`src/hw/rtl/mbp_pkg.sv`:
```
// Package for the MSB-first bit packer.
// Holds the operation codes, sizing constants and the job record passed
// from the front end through the queue to the byte emitter.
package mbp_pkg;

  localparam int WORD_BITS   = 32;
  localparam int BYTE_BITS   = 8;
  localparam int QUEUE_DEPTH = 4;

  localparam logic OP_WRITE = 1'b0;
  localparam logic OP_FLUSH = 1'b1;

  typedef struct packed {
    logic [WORD_BITS-1:0] word;
    logic [2:0]           nbytes;
    logic [31:0]          total;
  } job_t;

endpackage

```
`src/hw/rtl/msb_first_bit_packer.sv`:
```
// Channel  | valid      | stall      | payload
// item     | item_valid | item_stall | operation, field_value, field_width
// byte     | byte_valid | byte_stall | out_byte, last_of_run, bits_total
//
// An item is taken by the front end whenever the job queue is not full; the
// emitter sends one byte per cycle while byte_stall is low, so a word-completing
// write gives four bytes on the byte channel and a flush gives one to four.
// The front end can take new items while earlier jobs still wait or are emitted.
// Synchronous reset clears the accumulator, bit count, queue and emitter.
// item_stall rises when the job queue is full; byte_stall holds the output.
module msb_first_bit_packer #(
  parameter int QueueDepth = mbp_pkg::QUEUE_DEPTH
) (
  input  logic        clk,
  input  logic        rst,
  input  logic        item_valid,
  output logic        item_stall,
  input  logic        operation,
  input  logic [31:0] field_value,
  input  logic [5:0]  field_width,
  output logic        byte_valid,
  input  logic        byte_stall,
  output logic [7:0]  out_byte,
  output logic        last_of_run,
  output logic [31:0] bits_total
);

  logic          push;
  mbp_pkg::job_t push_job;
  logic          full;
  logic          pop;
  logic          q_valid;
  mbp_pkg::job_t q_job;

  mbp_front u_front (
    .clk         (clk),
    .rst         (rst),
    .item_valid  (item_valid),
    .item_stall  (item_stall),
    .operation   (operation),
    .field_value (field_value),
    .field_width (field_width),
    .full        (full),
    .push        (push),
    .push_job    (push_job)
  );

  mbp_queue #(
    .Depth (QueueDepth)
  ) u_queue (
    .clk      (clk),
    .rst      (rst),
    .push     (push),
    .push_job (push_job),
    .full     (full),
    .pop      (pop),
    .q_valid  (q_valid),
    .q_job    (q_job)
  );

  mbp_back u_back (
    .clk         (clk),
    .rst         (rst),
    .q_valid     (q_valid),
    .q_job       (q_job),
    .pop         (pop),
    .byte_valid  (byte_valid),
    .byte_stall  (byte_stall),
    .out_byte    (out_byte),
    .last_of_run (last_of_run),
    .bits_total  (bits_total)
  );

endmodule

```
`src/hw/rtl/mbp_front.sv`:
```
// Front end of the bit packer: accepts transactions, updates the pending
// bit accumulator and bit count, and pushes byte jobs into the queue.
// Depends on mbp_pkg.
module mbp_front (
  input  logic                      clk,
  input  logic                      rst,
  input  logic                      item_valid,
  output logic                      item_stall,
  input  logic                      operation,
  input  logic [31:0]               field_value,
  input  logic [5:0]                field_width,
  input  logic                      full,
  output logic                      push,
  output mbp_pkg::job_t             push_job
);

  logic [31:0] acc;
  logic [31:0] acc_next;
  logic [4:0]  pending;
  logic [4:0]  pending_next;
  logic [31:0] bit_count;
  logic [31:0] bit_count_next;

  logic        accept;
  logic [5:0]  w_sat;
  logic [31:0] mask;
  logic [31:0] masked;
  logic [5:0]  sh;
  logic [63:0] ext;
  logic [63:0] merged;
  logic [5:0]  sum;
  logic [5:0]  round_up;

  assign item_stall = full;
  assign accept     = item_valid && !full;

  always_comb begin
    w_sat    = (field_width > 6'd32) ? 6'd32 : field_width;
    mask     = 32'hffff_ffff >> (6'd32 - w_sat);
    masked   = field_value & mask;
    sh       = 6'(7'd64 - {2'b00, pending} - {1'b0, w_sat});
    ext      = {32'b0, masked} << sh;
    merged   = {acc, 32'b0} | ext;
    sum      = {1'b0, pending} + w_sat;
    round_up = ({1'b0, pending} + 6'd7) >> 3;
  end

  always_comb begin
    acc_next        = acc;
    pending_next    = pending;
    bit_count_next  = bit_count;
    push            = 1'b0;
    push_job.word   = merged[63:32];
    push_job.nbytes = 3'd4;
    push_job.total  = bit_count + {26'b0, w_sat};
    if (accept) begin
      unique case (operation)
        mbp_pkg::OP_WRITE: begin
          if (w_sat != 6'd0) begin
            bit_count_next = bit_count + {26'b0, w_sat};
            if (sum >= 6'd32) begin
              push         = 1'b1;
              acc_next     = merged[31:0];
              pending_next = 5'(sum - 6'd32);
            end else begin
              acc_next     = merged[63:32];
              pending_next = sum[4:0];
            end
          end
        end
        mbp_pkg::OP_FLUSH: begin
          push_job.word   = acc;
          push_job.nbytes = round_up[2:0];
          push_job.total  = bit_count;
          if (pending != 5'd0) begin
            push         = 1'b1;
            acc_next     = 32'b0;
            pending_next = 5'd0;
          end
        end
        default: ;
      endcase
    end
  end

  always_ff @(posedge clk) begin
    if (rst) begin
      acc       <= 32'b0;
      pending   <= 5'd0;
      bit_count <= 32'b0;
    end else begin
      acc       <= acc_next;
      pending   <= pending_next;
      bit_count <= bit_count_next;
    end
  end

endmodule

```
`src/hw/rtl/mbp_queue.sv`:
```
// Job queue between the packer front end and the byte emitter.
// Circular buffer of mbp_pkg::job_t records with a fill count.
module mbp_queue #(
  parameter int Depth = mbp_pkg::QUEUE_DEPTH
) (
  input  logic          clk,
  input  logic          rst,
  input  logic          push,
  input  mbp_pkg::job_t push_job,
  output logic          full,
  input  logic          pop,
  output logic          q_valid,
  output mbp_pkg::job_t q_job
);

  localparam int AW = $clog2(Depth);
  localparam int CW = $clog2(Depth + 1);

  mbp_pkg::job_t   slots [Depth];
  logic [AW-1:0]   wr_ptr;
  logic [AW-1:0]   rd_ptr;
  logic [CW-1:0]   count;

  assign full    = (count == CW'(Depth));
  assign q_valid = (count != CW'(0));
  assign q_job   = slots[rd_ptr];

  always_ff @(posedge clk) begin
    if (push) begin
      slots[wr_ptr] <= push_job;
    end
  end

  always_ff @(posedge clk) begin
    if (rst) begin
      wr_ptr <= '0;
      rd_ptr <= '0;
      count  <= '0;
    end else begin
      if (push) begin
        wr_ptr <= (wr_ptr == AW'(Depth - 1)) ? '0 : wr_ptr + AW'(1);
      end
      if (pop) begin
        rd_ptr <= (rd_ptr == AW'(Depth - 1)) ? '0 : rd_ptr + AW'(1);
      end
      if (push && !pop) begin
        count <= count + CW'(1);
      end else if (pop && !push) begin
        count <= count - CW'(1);
      end
    end
  end

  a_no_overflow: assert property (@(posedge clk) disable iff (rst)
    push |-> !full)
    else $error("queue push while full");

  a_no_underflow: assert property (@(posedge clk) disable iff (rst)
    pop |-> q_valid)
    else $error("queue pop while empty");

  a_count_range: assert property (@(posedge clk) disable iff (rst)
    count <= CW'(Depth))
    else $error("queue count out of range");

endmodule

```
`src/hw/rtl/mbp_back.sv`:
```
// Byte emitter of the bit packer: takes jobs from the queue and sends
// their bytes high byte first through a registered output stage.
// Depends on mbp_pkg.
module mbp_back (
  input  logic          clk,
  input  logic          rst,
  input  logic          q_valid,
  input  mbp_pkg::job_t q_job,
  output logic          pop,
  output logic          byte_valid,
  input  logic          byte_stall,
  output logic [7:0]    out_byte,
  output logic          last_of_run,
  output logic [31:0]   bits_total
);

  logic        job_active;
  logic [31:0] job_word;
  logic [2:0]  job_left;
  logic [31:0] job_total;

  logic        load_out;
  logic        last_byte;

  assign load_out  = job_active && (!byte_valid || !byte_stall);
  assign last_byte = (job_left == 3'd1);
  assign pop       = q_valid && (!job_active || (load_out && last_byte));

  always_ff @(posedge clk) begin
    if (pop) begin
      job_word  <= q_job.word;
      job_left  <= q_job.nbytes;
      job_total <= q_job.total;
    end else if (load_out) begin
      job_word <= {job_word[23:0], 8'b0};
      job_left <= job_left - 3'd1;
    end
    if (load_out) begin
      out_byte    <= job_word[31:24];
      last_of_run <= last_byte;
      bits_total  <= job_total;
    end
  end

  always_ff @(posedge clk) begin
    if (rst) begin
      job_active <= 1'b0;
      byte_valid <= 1'b0;
    end else begin
      if (pop) begin
        job_active <= 1'b1;
      end else if (load_out && last_byte) begin
        job_active <= 1'b0;
      end
      if (load_out) begin
        byte_valid <= 1'b1;
      end else if (!byte_stall) begin
        byte_valid <= 1'b0;
      end
    end
  end

  a_left_range: assert property (@(posedge clk) disable iff (rst)
    job_active |-> (job_left != 3'd0 && job_left <= 3'd4))
    else $error("active job with bad byte count");

  a_pop_when_free: assert property (@(posedge clk) disable iff (rst)
    pop |-> (!job_active || (load_out && last_byte)))
    else $error("job taken while current job unfinished");

  a_last_ends_job: assert property (@(posedge clk) disable iff (rst)
    (load_out && last_byte && !pop) |=> !job_active)
    else $error("job still active after its last byte");

endmodule
```
`config.mk`:
```
export PLATFORM = sky130hd
export DESIGN_NAME = msb_first_bit_packer
export DESIGN_NICKNAME = d
export VERILOG_FILES = /design/src/hw/rtl/mbp_pkg.sv /design/src/hw/rtl/msb_first_bit_packer.sv /design/src/hw/rtl/mbp_front.sv /design/src/hw/rtl/mbp_queue.sv /design/src/hw/rtl/mbp_back.sv
export SDC_FILE = /design/constraint.sdc
export NUM_CORES = 1
export LEC_CHECK = 0
export ABC_AREA = 1
export BUFFER_PORTS_ARGS = -buffer_cell sky130_fd_sc_hd__buf_2
export CAP_MARGIN = 20
export CORE_UTILIZATION = 55
export DETAILED_ROUTE_END_ITERATION = 6
export PLACE_DENSITY = 0.72
export SLEW_MARGIN = 20
export SYNTH_ARGS = -nofsm -noshare
export SYNTH_HDL_FRONTEND = slang
export SYNTH_SLANG_ARGS = --single-unit
```
`constraint.sdc`:
```
create_clock -name clk -period 9.52 [get_ports clk]
set_input_delay 2.856 -clock clk [delete_from_list [all_inputs] [get_ports clk]]
set_output_delay 2.856 -clock clk [all_outputs]
set_load 0.01 [all_outputs]
```
### Yosys cells after proc, flatten, opt, wreduce, memory -nomap -nowiden

Memories as Yosys holds them, arrays and structs flattened. A register that Yosys moved wholly into a read port is not among the register bits.
Index checks and enable logic that the tools add are counted.

| storage, ports and cells | value |
|---|---|
| logic and storage cells | 95 |
| memory bits (writable) | 268 |
| input bits | 43 |
| bits in registers | 186 |
| memories | 1 |
| output and inout port bits | 43 |

Memory list:

| memory | words | bits a word | rd ports | clocked after memory_dff | write ports | RTL line | RTL |
|---|---|---|---|---|---|---|---|
| u_queue.slots | 4 | 67 | 1 | 1 | 1 | mbp_queue.sv:19 | `mbp_pkg::job_t slots [Depth];` |

| operators by class | value |
|---|---|
| equal/unequal tests | 7 |
| $lt $le $gt $ge | 2 |
| bitwise gates (word level) | 3 |
| mux-type cells | 32 |
| add/sub/neg operators | 12 |
| reductions and logical operators | 22 |
| shifts and indexed selects | 2 |

Operator list:

| kind | number |
|---|---|
| $mux 32 | 5 |
| $mux 67 | 2 |
| $or 64x64->64 | 1 |
| $pmux 32 s2 | 1 |
| $shl 32x6->64 | 1 |
| $add 32x6->32 | 1 |
| $and 32x32->32 | 1 |
| $shr 32x6->32 const A | 1 |
| $mux 5 | 3 |
| $mux 3 | 4 |
| $mux 1 | 10 |
| $pmux 5 s2 | 1 |
| $mux 2 | 4 |
| $add 5x3->6 const B | 1 |
| $add 5x6->6 | 1 |
| $ge 6x6->1 const B | 1 |
| $gt 6x6->1 const B | 1 |
| $logic_and 1x1->1 | 6 |
| $logic_not 1->1 | 6 |
| $mux 6 | 1 |
| $ne 2x1->1 const B | 3 |
| $reduce_and 3->1 | 2 |
| $reduce_bool 2->1 | 3 |
| $reduce_bool 6->1 | 1 |
| 15 further kinds | 19 |

### Depth between registers and ports, before layout

Gate-level depths: netlist of the first run.

| logic depth | value |
|---|---|
| depth after elaboration | 12 |
| depth in mapped cells | 24 |
| gate-level depth less buffers | 24 |

### Modules after synthesis

Synthesis of the first run repeated with hierarchy kept, for this count alone.

| unflattened totals | value |
|---|---|
| cell total of the unflattened synthesis | 2,410 |
| area, all modules | 22,713.0 um^2 |

Modules (own cells, without submodules):

| module | instances | cells each | sequential area each (um^2) | area each (um^2) |
|---|---|---|---|---|
| mbp_queue | 1 | 708 | 8,227.9 | 10,413.7 |
| mbp_front | 1 | 1,466 | 1,381.3 | 8,321.7 |
| mbp_back | 1 | 236 | 3,283.1 | 3,977.6 |

### Worst setup path before layout of the first run

Ideal clock, no wire load.

| timing | value |
|---|---|
| path kind | in2reg |
| from | in field_width[5] |
| to | mem u_queue.slots[0][0] in the netlist's numbering, enable pin |
| buffers on the path | 0 |
| stages on the path | 14 |
| setup slack | 1,756 ps |
| library setup time | 493 ps |
| data arrival time | 7,272 ps |
| data required time | 9,027 ps |
| path through | inv_4 nand2_2 inv_1 ha_1 a21oi_1 nor2_1 nor2_1 nor2_1 o21ai_0 nand2_1 xor2_1 inv_1 o21ai_1 nor2_1 |

| on the way | value |
|---|---|
| word-level cells in the longest chain between the ends | 10 |
| elaborated cells on any way between the ends | 11 |
| those cells by class | add/sub (1); order compare (2); mux (7); reduce/logical (1) |

Ends and longest elaborated chain:

| item | RTL line | RTL |
|---|---|---|
| start: declaration | msb_first_bit_packer.sv:20 | `input logic [5:0] field_width,` |
| $gt 6x6->1 | mbp_front.sv:38 | `w_sat = (field_width > 6'd32) ? 6'd32 : field_width;` |
| $mux 6 * | mbp_front.sv:38 |  |
| $add 5x6->6 | mbp_front.sv:44 | `sum = {1'b0, pending} + w_sat;` |
| $ge 6x6->1 | mbp_front.sv:61 | `if (sum >= 6'd32) begin` |
| $mux 1 | mbp_front.sv:61 |  |
| $mux 1 * | mbp_front.sv:59 | `if (w_sat != 6'd0) begin` |
| $pmux 1 s2 * | mbp_front.sv:57 | `unique case (operation)` |
| $mux 1 * | mbp_front.sv:56 | `if (accept) begin` |
| $mux 1 * | mbp_queue.sv:29 | `if (push) begin` |
| $mux 1 (not written as such) * | mbp_queue.sv:30 | `slots[wr_ptr] <= push_job;` |
| end: declaration | mbp_queue.sv:19 |  |

Every way passes the cells marked *; elsewhere a longest branch is shown, timed or not.

### Final worst setup path of the first run

| timing | value |
|---|---|
| from | in field_width[5] |
| to | reg u_queue.count[1] |

| on the way | value |
|---|---|
| word-level cells in the longest chain between the ends | 11 |
| elaborated cells on any way between the ends | 14 |
| those cells by class | add/sub (1); order compare (2); mux (6); reduce/logical (5) |

Ends and longest elaborated chain:

| item | RTL line | RTL |
|---|---|---|
| $gt 6x6->1 | mbp_front.sv:38 |  |
| $mux 6 * | mbp_front.sv:38 |  |
| $add 5x6->6 | mbp_front.sv:44 |  |
| $ge 6x6->1 | mbp_front.sv:61 |  |
| $mux 1 | mbp_front.sv:61 |  |
| $mux 1 * | mbp_front.sv:59 |  |
| $pmux 1 s2 * | mbp_front.sv:57 |  |
| $mux 1 * | mbp_front.sv:56 |  |
| net push | msb_first_bit_packer.sv:28 | `logic push;` |
| $logic_not 1->1 | mbp_queue.sv:48 | `end else if (pop && !push) begin` |
| $logic_and 1x1->1 | mbp_queue.sv:48 |  |
| $reduce_bool 2->1 (no line) | - |  |
| end signal: assignment | mbp_queue.sv:47 | `count <= count + CW'(1);` |
| end signal: assignment | mbp_queue.sv:49 | `count <= count - CW'(1);` |
| end: declaration | mbp_queue.sv:22 | `logic [CW-1:0] count;` |

Mark *: on every way through the listed nets, which the timed path passes. The rest lies on a longest branch.
A chain may end at the register's enable or synchronous reset.

==> summary.md, run 1 <==
| Metric | Value |
|---|---|
| Detailed-route via count | `17469` |
| DIE AREA | `41700 um^2` |
| Grt total ovfl | `0` |
| Syn. warnings | `0` |
| Worst reg2reg endpoint | `u_queue.count[1]$_SDFFE_PP0P_` |
| HP Class | `reg -> reg` |
| Post-Synth Simple-Gate Area | `22.7%` |
| Compound-cell area share of the yosys netlist | `10.5%` |
| Worst-Margin Slew | `1080 ps` |
| Area contributors post-synth | `edfxtp_1 (50%), nand3_1 (7.3%), dfxtp_1 (7.1%), nand2_1 (6.6%), nor2_1 (4.9%)` |
| Leakage | `9.77 nW` |
| Vias in the first global route | `15948` |
| Layout cells sized above 1 | `10.7%` |
| Req. time, crit path | `9970 ps` |
| Maxcap violations | `0` |
| Top cell type's share of synthesized area | `50.2%` |
| EDFF count, synth | `376` |
| Ys flop type | `edfxtp_1` |
| Later-pin clock latency in the skew report | `570 ps` |
| Final ANT Viol Nets | `0` |
| R2R cell count | `18` |
| CTS Root Cell | `clkbuf_16` |
| Longest Clk Path Bufs | `3` |
| Setup ws final | `2850 ps` |
| Hold buffer count at cts | `0` |
| Post-synthesis xor/xnor area fraction | `1.40%` |
| Seq cells post-synth | `456` |
| Fill count | `3300` |
| Crit share post-route | `70.1%` |
| GPL Wtd Cong | `0.939` |
| Global-route wire length before repair | `88.5 mm` |
| P&R area growth vs syn | `10.2%` |
| Post-Synth Adder-Cell Area | `2.08%` |
| Synthesized net count | `2499` |
| Final HPWL DP | `36.1 mm` |
| # rows | `73` |
| Fin Clk Skew | `15.7 ps` |
| Outcome | `finished, final reports clean` |
| PwrDens | `349 nW/um^2` |
| Starting density of the core | `56.2%` |
| Slew headroom | `27.8%` |
| Largest net degree at the start of global routing | `90` |
| Chip Height | `204 um` |
| Main combinational cell family by area after synthesis | `simple AND/OR/NAND/NOR gates` |
| Mux share of post-synthesis cell area | `0%` |
| Slew Viols, Final | `0` |
| Vias per cell | `5.81` |
| Crit path capture | `u_queue.count[1]$_SDFFE_PP0P_` |
| H-tree depth | `2` |
| DRT Pass-1 Iters | `7` |
| Synthesized cell area | `22500 um^2` |
| Worst-path clk slew | `60 ps` |
| CP Capture Type | `register` |
| Synth top cells by count | `nand2_1 (397), edfxtp_1 (376), nand3_1 (328)` |
| Peak supply drop | `0.269 mV` |
| Tot GR Track Use | `27.3%` |
| Final setup violation count | `0` |
| Unrepaired setup endpoints after global routing | `no` |
| Kind of critical path | `in -> reg` |
| R2R Path Start | `u_front.pending[2]$_SDFFE_PP0P_` |
| Period minus WS final | `6670 ps` |
| CP arrival | `7130 ps` |
| CORE AREA | `40000 um^2` |
| # diodes | `0` |
| Width of the die | `204 um` |
| Reg-to-reg slack, setup | `5260 ps` |
| Pwr Total | `0.00865 W` |
| CP startpoint | `field_width[5]` |
| Fraction of registers with async set/reset | `0%` |
| DRT Wirelength | `56.2 mm` |
| Initial DRC count | `1699` |
| Synth area leader | `edfxtp_1` |
| Initial antenna violation count | `0` |
| Routed wire length per instance | `18.7 um` |
| Hold Path Depth | `0` |
| Synthesized instance count | `2421` |
| CTS tree | `done` |
| CTS sink cnt | `456` |
| Final Hold Fails | `0` |
| Nets | `2523` |
| Post-CTS Setup Inserts | `0` |
| Post-cts resize count | `0` |
| DRC viols | `0` |
| Most common cell in the netlist | `nand2_1` |
| Setup TNS | `0 ps` |
| Register area share after synthesis | `57.3%` |
| Worst setup SP type | `input port` |
| Port bufs | `85` |
| DP Worst Slack | `2300 ps` |
| Critical path peak fanout | `30` |
| I/O pin count | `86` |
| Yosys cell types | `52` |
| Synth Area per Inst | `9.29 um^2` |
| TritonCTS buffer count | `46` |
| Maximum clock frequency | `150 MHz` |
[metrics by stage]
step                area [um^2]  cells  util [%]  hold WS, ps
detailed placement        23300   2922      58.2          405
global route              24800   3006      62.0          421
global placement          23300   2922      58.2          400
CTS                       24800   3006      62.0          419
floorplan                 22500   2421         -          400
finish                    24800   3006      62.0          416
[sequential cells by signal, indices dropped and copies added, names as in the netlist, named ones only]
signal and count:
u_queue.wr_ptr 2, u_back.job_word 32, u_back.job_active 1, u_front.pending 5
u_back.out_byte 8, u_back.job_total 32, u_back.last_of_run 1, u_back.job_left 3
u_back.byte_valid 1, u_queue.count 3, u_front.acc 32, u_front.bit_count 32
u_queue.rd_ptr 2, u_back.bits_total 32, u_queue.slots 268
[per-layer routing]
| metal | wire length, um | share of wire, % | global-route usage [%] | vias to the layer above |
|---|---|---|---|---|
| li1 | - | - | - | 8416 |
| met1 | 26100 | 46 | 42.0 | 8292 |
| met2 | 24600 | 44 | 40.4 | 685 |
| met3 | 4460 | 7.9 | 4.19 | 76 |
| met4 | 1080 | 1.9 | 6.85 | 0 |
| met5 | 0 | 0 | 0 | - |
[cell families after synthesis]
logic type / Yosys count
and+or+nand+nor: 1131
xor gates and xnor gates: 35
buffers and inverters: 336
AOI/OAI and AO/OA: 428
adders and majority gates: 35
DFF: 456
[worst min-delay path by stage]
stage	startpoint	end	slack, ps
floorplan	u_back.job_total[0]$_DFFE_PP_	u_back.bits_total[0]$_DFFE_PP_	400
global placement	u_back.job_total[16]$_DFFE_PP_	u_back.bits_total[16]$_DFFE_PP_	400
detailed placement	u_back.job_total[21]$_DFFE_PP_	u_back.bits_total[21]$_DFFE_PP_	400
CTS	u_back.job_total[21]$_DFFE_PP_	u_back.bits_total[21]$_DFFE_PP_	420
global route	u_back.job_total[23]$_DFFE_PP_	u_back.bits_total[23]$_DFFE_PP_	420
finish	u_back.job_total[23]$_DFFE_PP_	u_back.bits_total[23]$_DFFE_PP_	420
[layout make-up]
| class | instances | area, um^2 | share of cell area [%] |
|---|---|---|---|
| Sequential cell | 456 | 12900 | 52.0 |
| Multi-Input combinational cell | 1629 | 8320 | 33.6 |
| Clock buffer | 62 | 1250 | 5.05 |
| Inverter | 199 | 751 | 3.03 |
| Tap cell | 525 | 657 | 2.65 |
| Timing Repair Buffer | 113 | 636 | 2.56 |
| Clock inverter | 22 | 273 | 1.10 |
[cell usage in the layout, fill, tap and decap left out, types with 6 or more instances in the layout]
| cell | netlist | routed |
|---|---|---|
| nand3_2 | 18 | 18 |
| nand3_1 | 328 | 328 |
| buf_4 | 2 | 28 |
| nand2_2 | 10 | 10 |
| o21ai_0 | 218 | 218 |
| inv_1 | 193 | 188 |
| nand2_1 | 397 | 397 |
| ha_1 | 31 | 31 |
| nor3_1 | 16 | 16 |
| nor2_1 | 293 | 287 |
| a31oi_1 | 26 | 26 |
| dfxtp_1 | 80 | 78 |
| xor2_1 | 30 | 29 |
| nand2_4 | 6 | 6 |
| o21a_1 | 19 | 19 |
| edfxtp_1 | 376 | 376 |
| o21ai_1 | 8 | 8 |
| buf_2 | 29 | 85 |
| nor2_4 | 1 | 6 |
| nand4_2 | 8 | 8 |
| o21bai_1 | 6 | 6 |
| nor2_2 | 5 | 6 |
| clkinv_2 | 0 | 7 |
| clkbuf_1 | 86 | 12 |
| o22ai_1 | 34 | 34 |
| nand4_1 | 36 | 36 |
| a21oi_2 | 11 | 11 |
| clkbuf_16 | 0 | 46 |
| a21oi_1 | 90 | 90 |
[worst max-delay path, cell delays in order]
cell	delay, ps
buf_2	150
inv_4	160
nand2_2	180
inv_1	150
ha_1	240
a21oi_1	140
nor2_1	50
nor2_1	120
nor2_1	60
o21ai_0	140
nand2_1	100
xor2_2	130
buf_4	360
inv_1	300
o21ai_1	890
inv_1	120
ha_1	240
inv_1	120
fa_1	400
o21ai_0	150
nor2_1	60
[report_power, final]
group	total, W	internal (W)	switching, W
Combinational	0.00367	0.00100	0.00266
Clock	0.00181	0.00107	0.000744
Sequential	0.00317	0.00299	0.000181
Total	0.00865	0.00506	0.00359
(Power assumes the default switching activity.)
==> run 2: changes to the inputs <==
Settings changed: ABC_AREA 1 to 0.
Clock period 9.52 ns to 6.61 ns, I/O delays scaled along.
==> run 2 against run 1 <==
  * First-iteration DRC count increased by 6.1%
  * Final cell count decreased by 19%
  * Area after synthesis rose by 0.65%
  * Clock skew rose by 3.1 ps
  * Critical path type unchanged
  * Critical endpoint is now u_queue.slots[1][57]$_DFFE_PP_
  * Largest cell class unchanged
  * Largest power group is now sequential cells
==> summary.md, run 2 <==
| Metric | Value |
|---|---|
| Worst reg2reg endpoint | `u_queue.slots[0][63]$_DFFE_PP_` |
| Slew Viols, Final | `0` |
| Final design utilization | `62.9%` |
| Synth area leader | `edfxtp_1` |
| Register area share after synthesis | `56.9%` |
| Global-route wire length before repair | `94.2 mm` |
| EDFF count, synth | `376` |
| Slew headroom | `24.7%` |
| Fill count | `3090` |
| Largest register FFs | `268` |
| Later-pin clock latency in the skew report | `580 ps` |
| Vias per cell | `6.60` |
| Seq. cell area | `12900 um^2` |
| Req. time, crit path | `6910 ps` |
| Largest register by flop count | `u_queue.slots` |
| CP Capture Type | `register` |
| Peak supply drop | `0.225 mV` |
| Width of the die | `205 um` |
| Nets | `1951` |
| H-tree depth | `2` |
| DRC viols | `0` |
| Starting density of the core | `56.4%` |
| Final HPWL DP | `42.4 mm` |
| Top cell type's share of synthesized area | `49.9%` |
| Fin Clk Skew | `18.8 ps` |
| Syn. warnings | `0` |
| Worst setup SP type | `input port` |
| Detailed-route via count | `16062` |
| Tot GR Track Use | `29.8%` |
| Maximum clock frequency | `178 MHz` |
| Post-cts resize count | `0` |
| Synth top cells by count | `edfxtp_1 (376), nand2_1 (146), nor2_1 (135)` |
| Post-CTS Setup Inserts | `0` |
| Kind of critical path | `in -> reg` |
| Crit share post-route | `84.9%` |
| Final Non-Filler Cells | `2434` |
| Layout cells sized above 1 | `20.5%` |
| Initial antenna violation count | `1` |
| CORE AREA | `40200 um^2` |
| Synth Area per Inst | `12.6 um^2` |
| Area of the multi-input gates | `9110 um^2` |
| CTS sink cnt | `456` |
| Worst-Margin Slew | `1120 ps` |
| DRT Wirelength | `61.8 mm` |
| Port bufs | `85` |
| R2R Path Start | `u_front.pending[0]$_SDFFE_PP0P_` |
| PwrDens | `388 nW/um^2` |
| GPL Wtd Cong | `0.978` |
| Maxcap violations | `0` |
| Initial DRC count | `1803` |
| Outcome | `finished, final reports clean` |
| Hold buffer count at cts | `0` |
| R2R cell count | `11` |
| Largest net degree at the start of global routing | `57` |
| TritonCTS buffer count | `45` |
| CP startpoint | `field_width[5]` |
| CTS tree | `done` |
| Period minus WS final | `5610 ps` |
| Setup TNS | `0 ps` |
| Most frequent cells in the layout | `edfxtp_1 (376), nand2_1 (146), nor2_1 (134)` |
| Final setup violation count | `0` |
| Most common cell in the netlist | `edfxtp_1` |
| I/O pin count | `86` |
| HP Class | `reg -> reg` |
| Unrepaired setup endpoints after global routing | `no` |
| Routed wire length per instance | `25.4 um` |
| Cells after DPL | `2351` |
| Yosys cell types | `103` |
| Commonest non-fill, non-tap cell in the layout | `edfxtp_1` |
| Synthesized instance count | `1796` |
| CTS Root Cell | `clkbuf_16` |
| Area contributors post-synth | `edfxtp_1 (50%), mux4_2 (7.5%), dfxtp_1 (7.1%), nand2_1 (2.4%), nor2_1 (2.2%)` |
| Leakage | `8.72 nW` |
| Reg-to-reg slack, setup | `2590 ps` |
| Chip Height | `205 um` |
| # rows | `73` |
| Vias in the first global route | `15616` |
| P&R area growth vs syn | `11.6%` |
| # diodes | `0` |
| Synthesized net count | `1874` |
| Critical path peak fanout | `33` |
| Final ANT Viol Nets | `0` |
| Fraction of registers with async set/reset | `0%` |
| Ys flop type | `edfxtp_1` |
| Seq cells post-synth | `456` |
| CP arrival | `5910 ps` |
| Crit path capture | `u_queue.slots[1][57]$_DFFE_PP_` |
| Grt total ovfl | `0` |
| DIE AREA | `42000 um^2` |
| Final Hold Fails | `0` |
| DRT Pass-1 Iters | `5` |
| Synthesized cell area | `22600 um^2` |
| Longest Clk Path Bufs | `3` |
| Worst-path clk slew | `60 ps` |
[run 2: worst max-delay path, stage by stage]
cell,delay [ps]
buf_2,120
inv_1,190
nand2_1,220
ha_1,240
buf_4,240
o21bai_1,200
a211oi_1,440
o31ai_1,290
and4_1,290
o31ai_1,510
o22ai_1,230
o21ai_0,350
o21ai_0,210
a221o_1,390
[run 2: cell type report]
class,count,share of cell area [%]
clock inverter,23,1.10
inverter,42,0.624
timing repair buffer,150,3.76
multi-input combinational,1178,36.0
sequential,456,51.0
clock buffer,60,4.88
tap,525,2.60
[run 2: per-layer routing]
layer,wire length [um],GRT usage [%],up-vias
li1,-,-,7141
met1,26500,42.5,7890
met2,27600,45.4,855
met3,5110,5.01,174
met4,2500,11.9,2
met5,13,0,-
[run 2: metrics by stage]
step	instance area [um^2]	total power (W)	worst slack (ps)	hold WS, ps
finish	25300	0.00980	999	413
global route	25300	0.0102	703	423
CTS	25300	0.00980	1110	416
detailed placement	23800	0.00721	496	405
global placement	23800	0.00714	480	400
floorplan	22600	0.00615	372	400
[run 2: kinds of logic after synthesis]
kind of cell	share of synthesized area, %
muxes	10.2
and+or+nand+nor	11.5
DFF	56.9
buffers and inverters	3.10
adders and majority gates	2.07
xor gates and xnor gates	2.59
AOI/OAI and AO/OA	13.6
[run 2: power by group]
part / total (W) / switching, W / internal [W]
Sequential: 0.00411 / 0.000208 / 0.00390
Clock: 0.00259 / 0.00110 / 0.00149
Combinational: 0.00311 / 0.00195 / 0.00116
Total: 0.00980 / 0.00325 / 0.00655
[run 2: how the worst min path moves through the flow]
stage               cells after the start                              end  slack (ps)                            from
finish                                  0   u_back.bits_total[6]$_DFFE_PP_         410   u_back.job_total[6]$_DFFE_PP_
detailed placement                      0   u_back.bits_total[0]$_DFFE_PP_         400   u_back.job_total[0]$_DFFE_PP_
floorplan                               0   u_back.bits_total[0]$_DFFE_PP_         400   u_back.job_total[0]$_DFFE_PP_
CTS                                     0  u_back.bits_total[17]$_DFFE_PP_         420  u_back.job_total[17]$_DFFE_PP_
global placement                        0  u_back.bits_total[17]$_DFFE_PP_         400  u_back.job_total[17]$_DFFE_PP_
global route                            0  u_back.bits_total[17]$_DFFE_PP_         420  u_back.job_total[17]$_DFFE_PP_
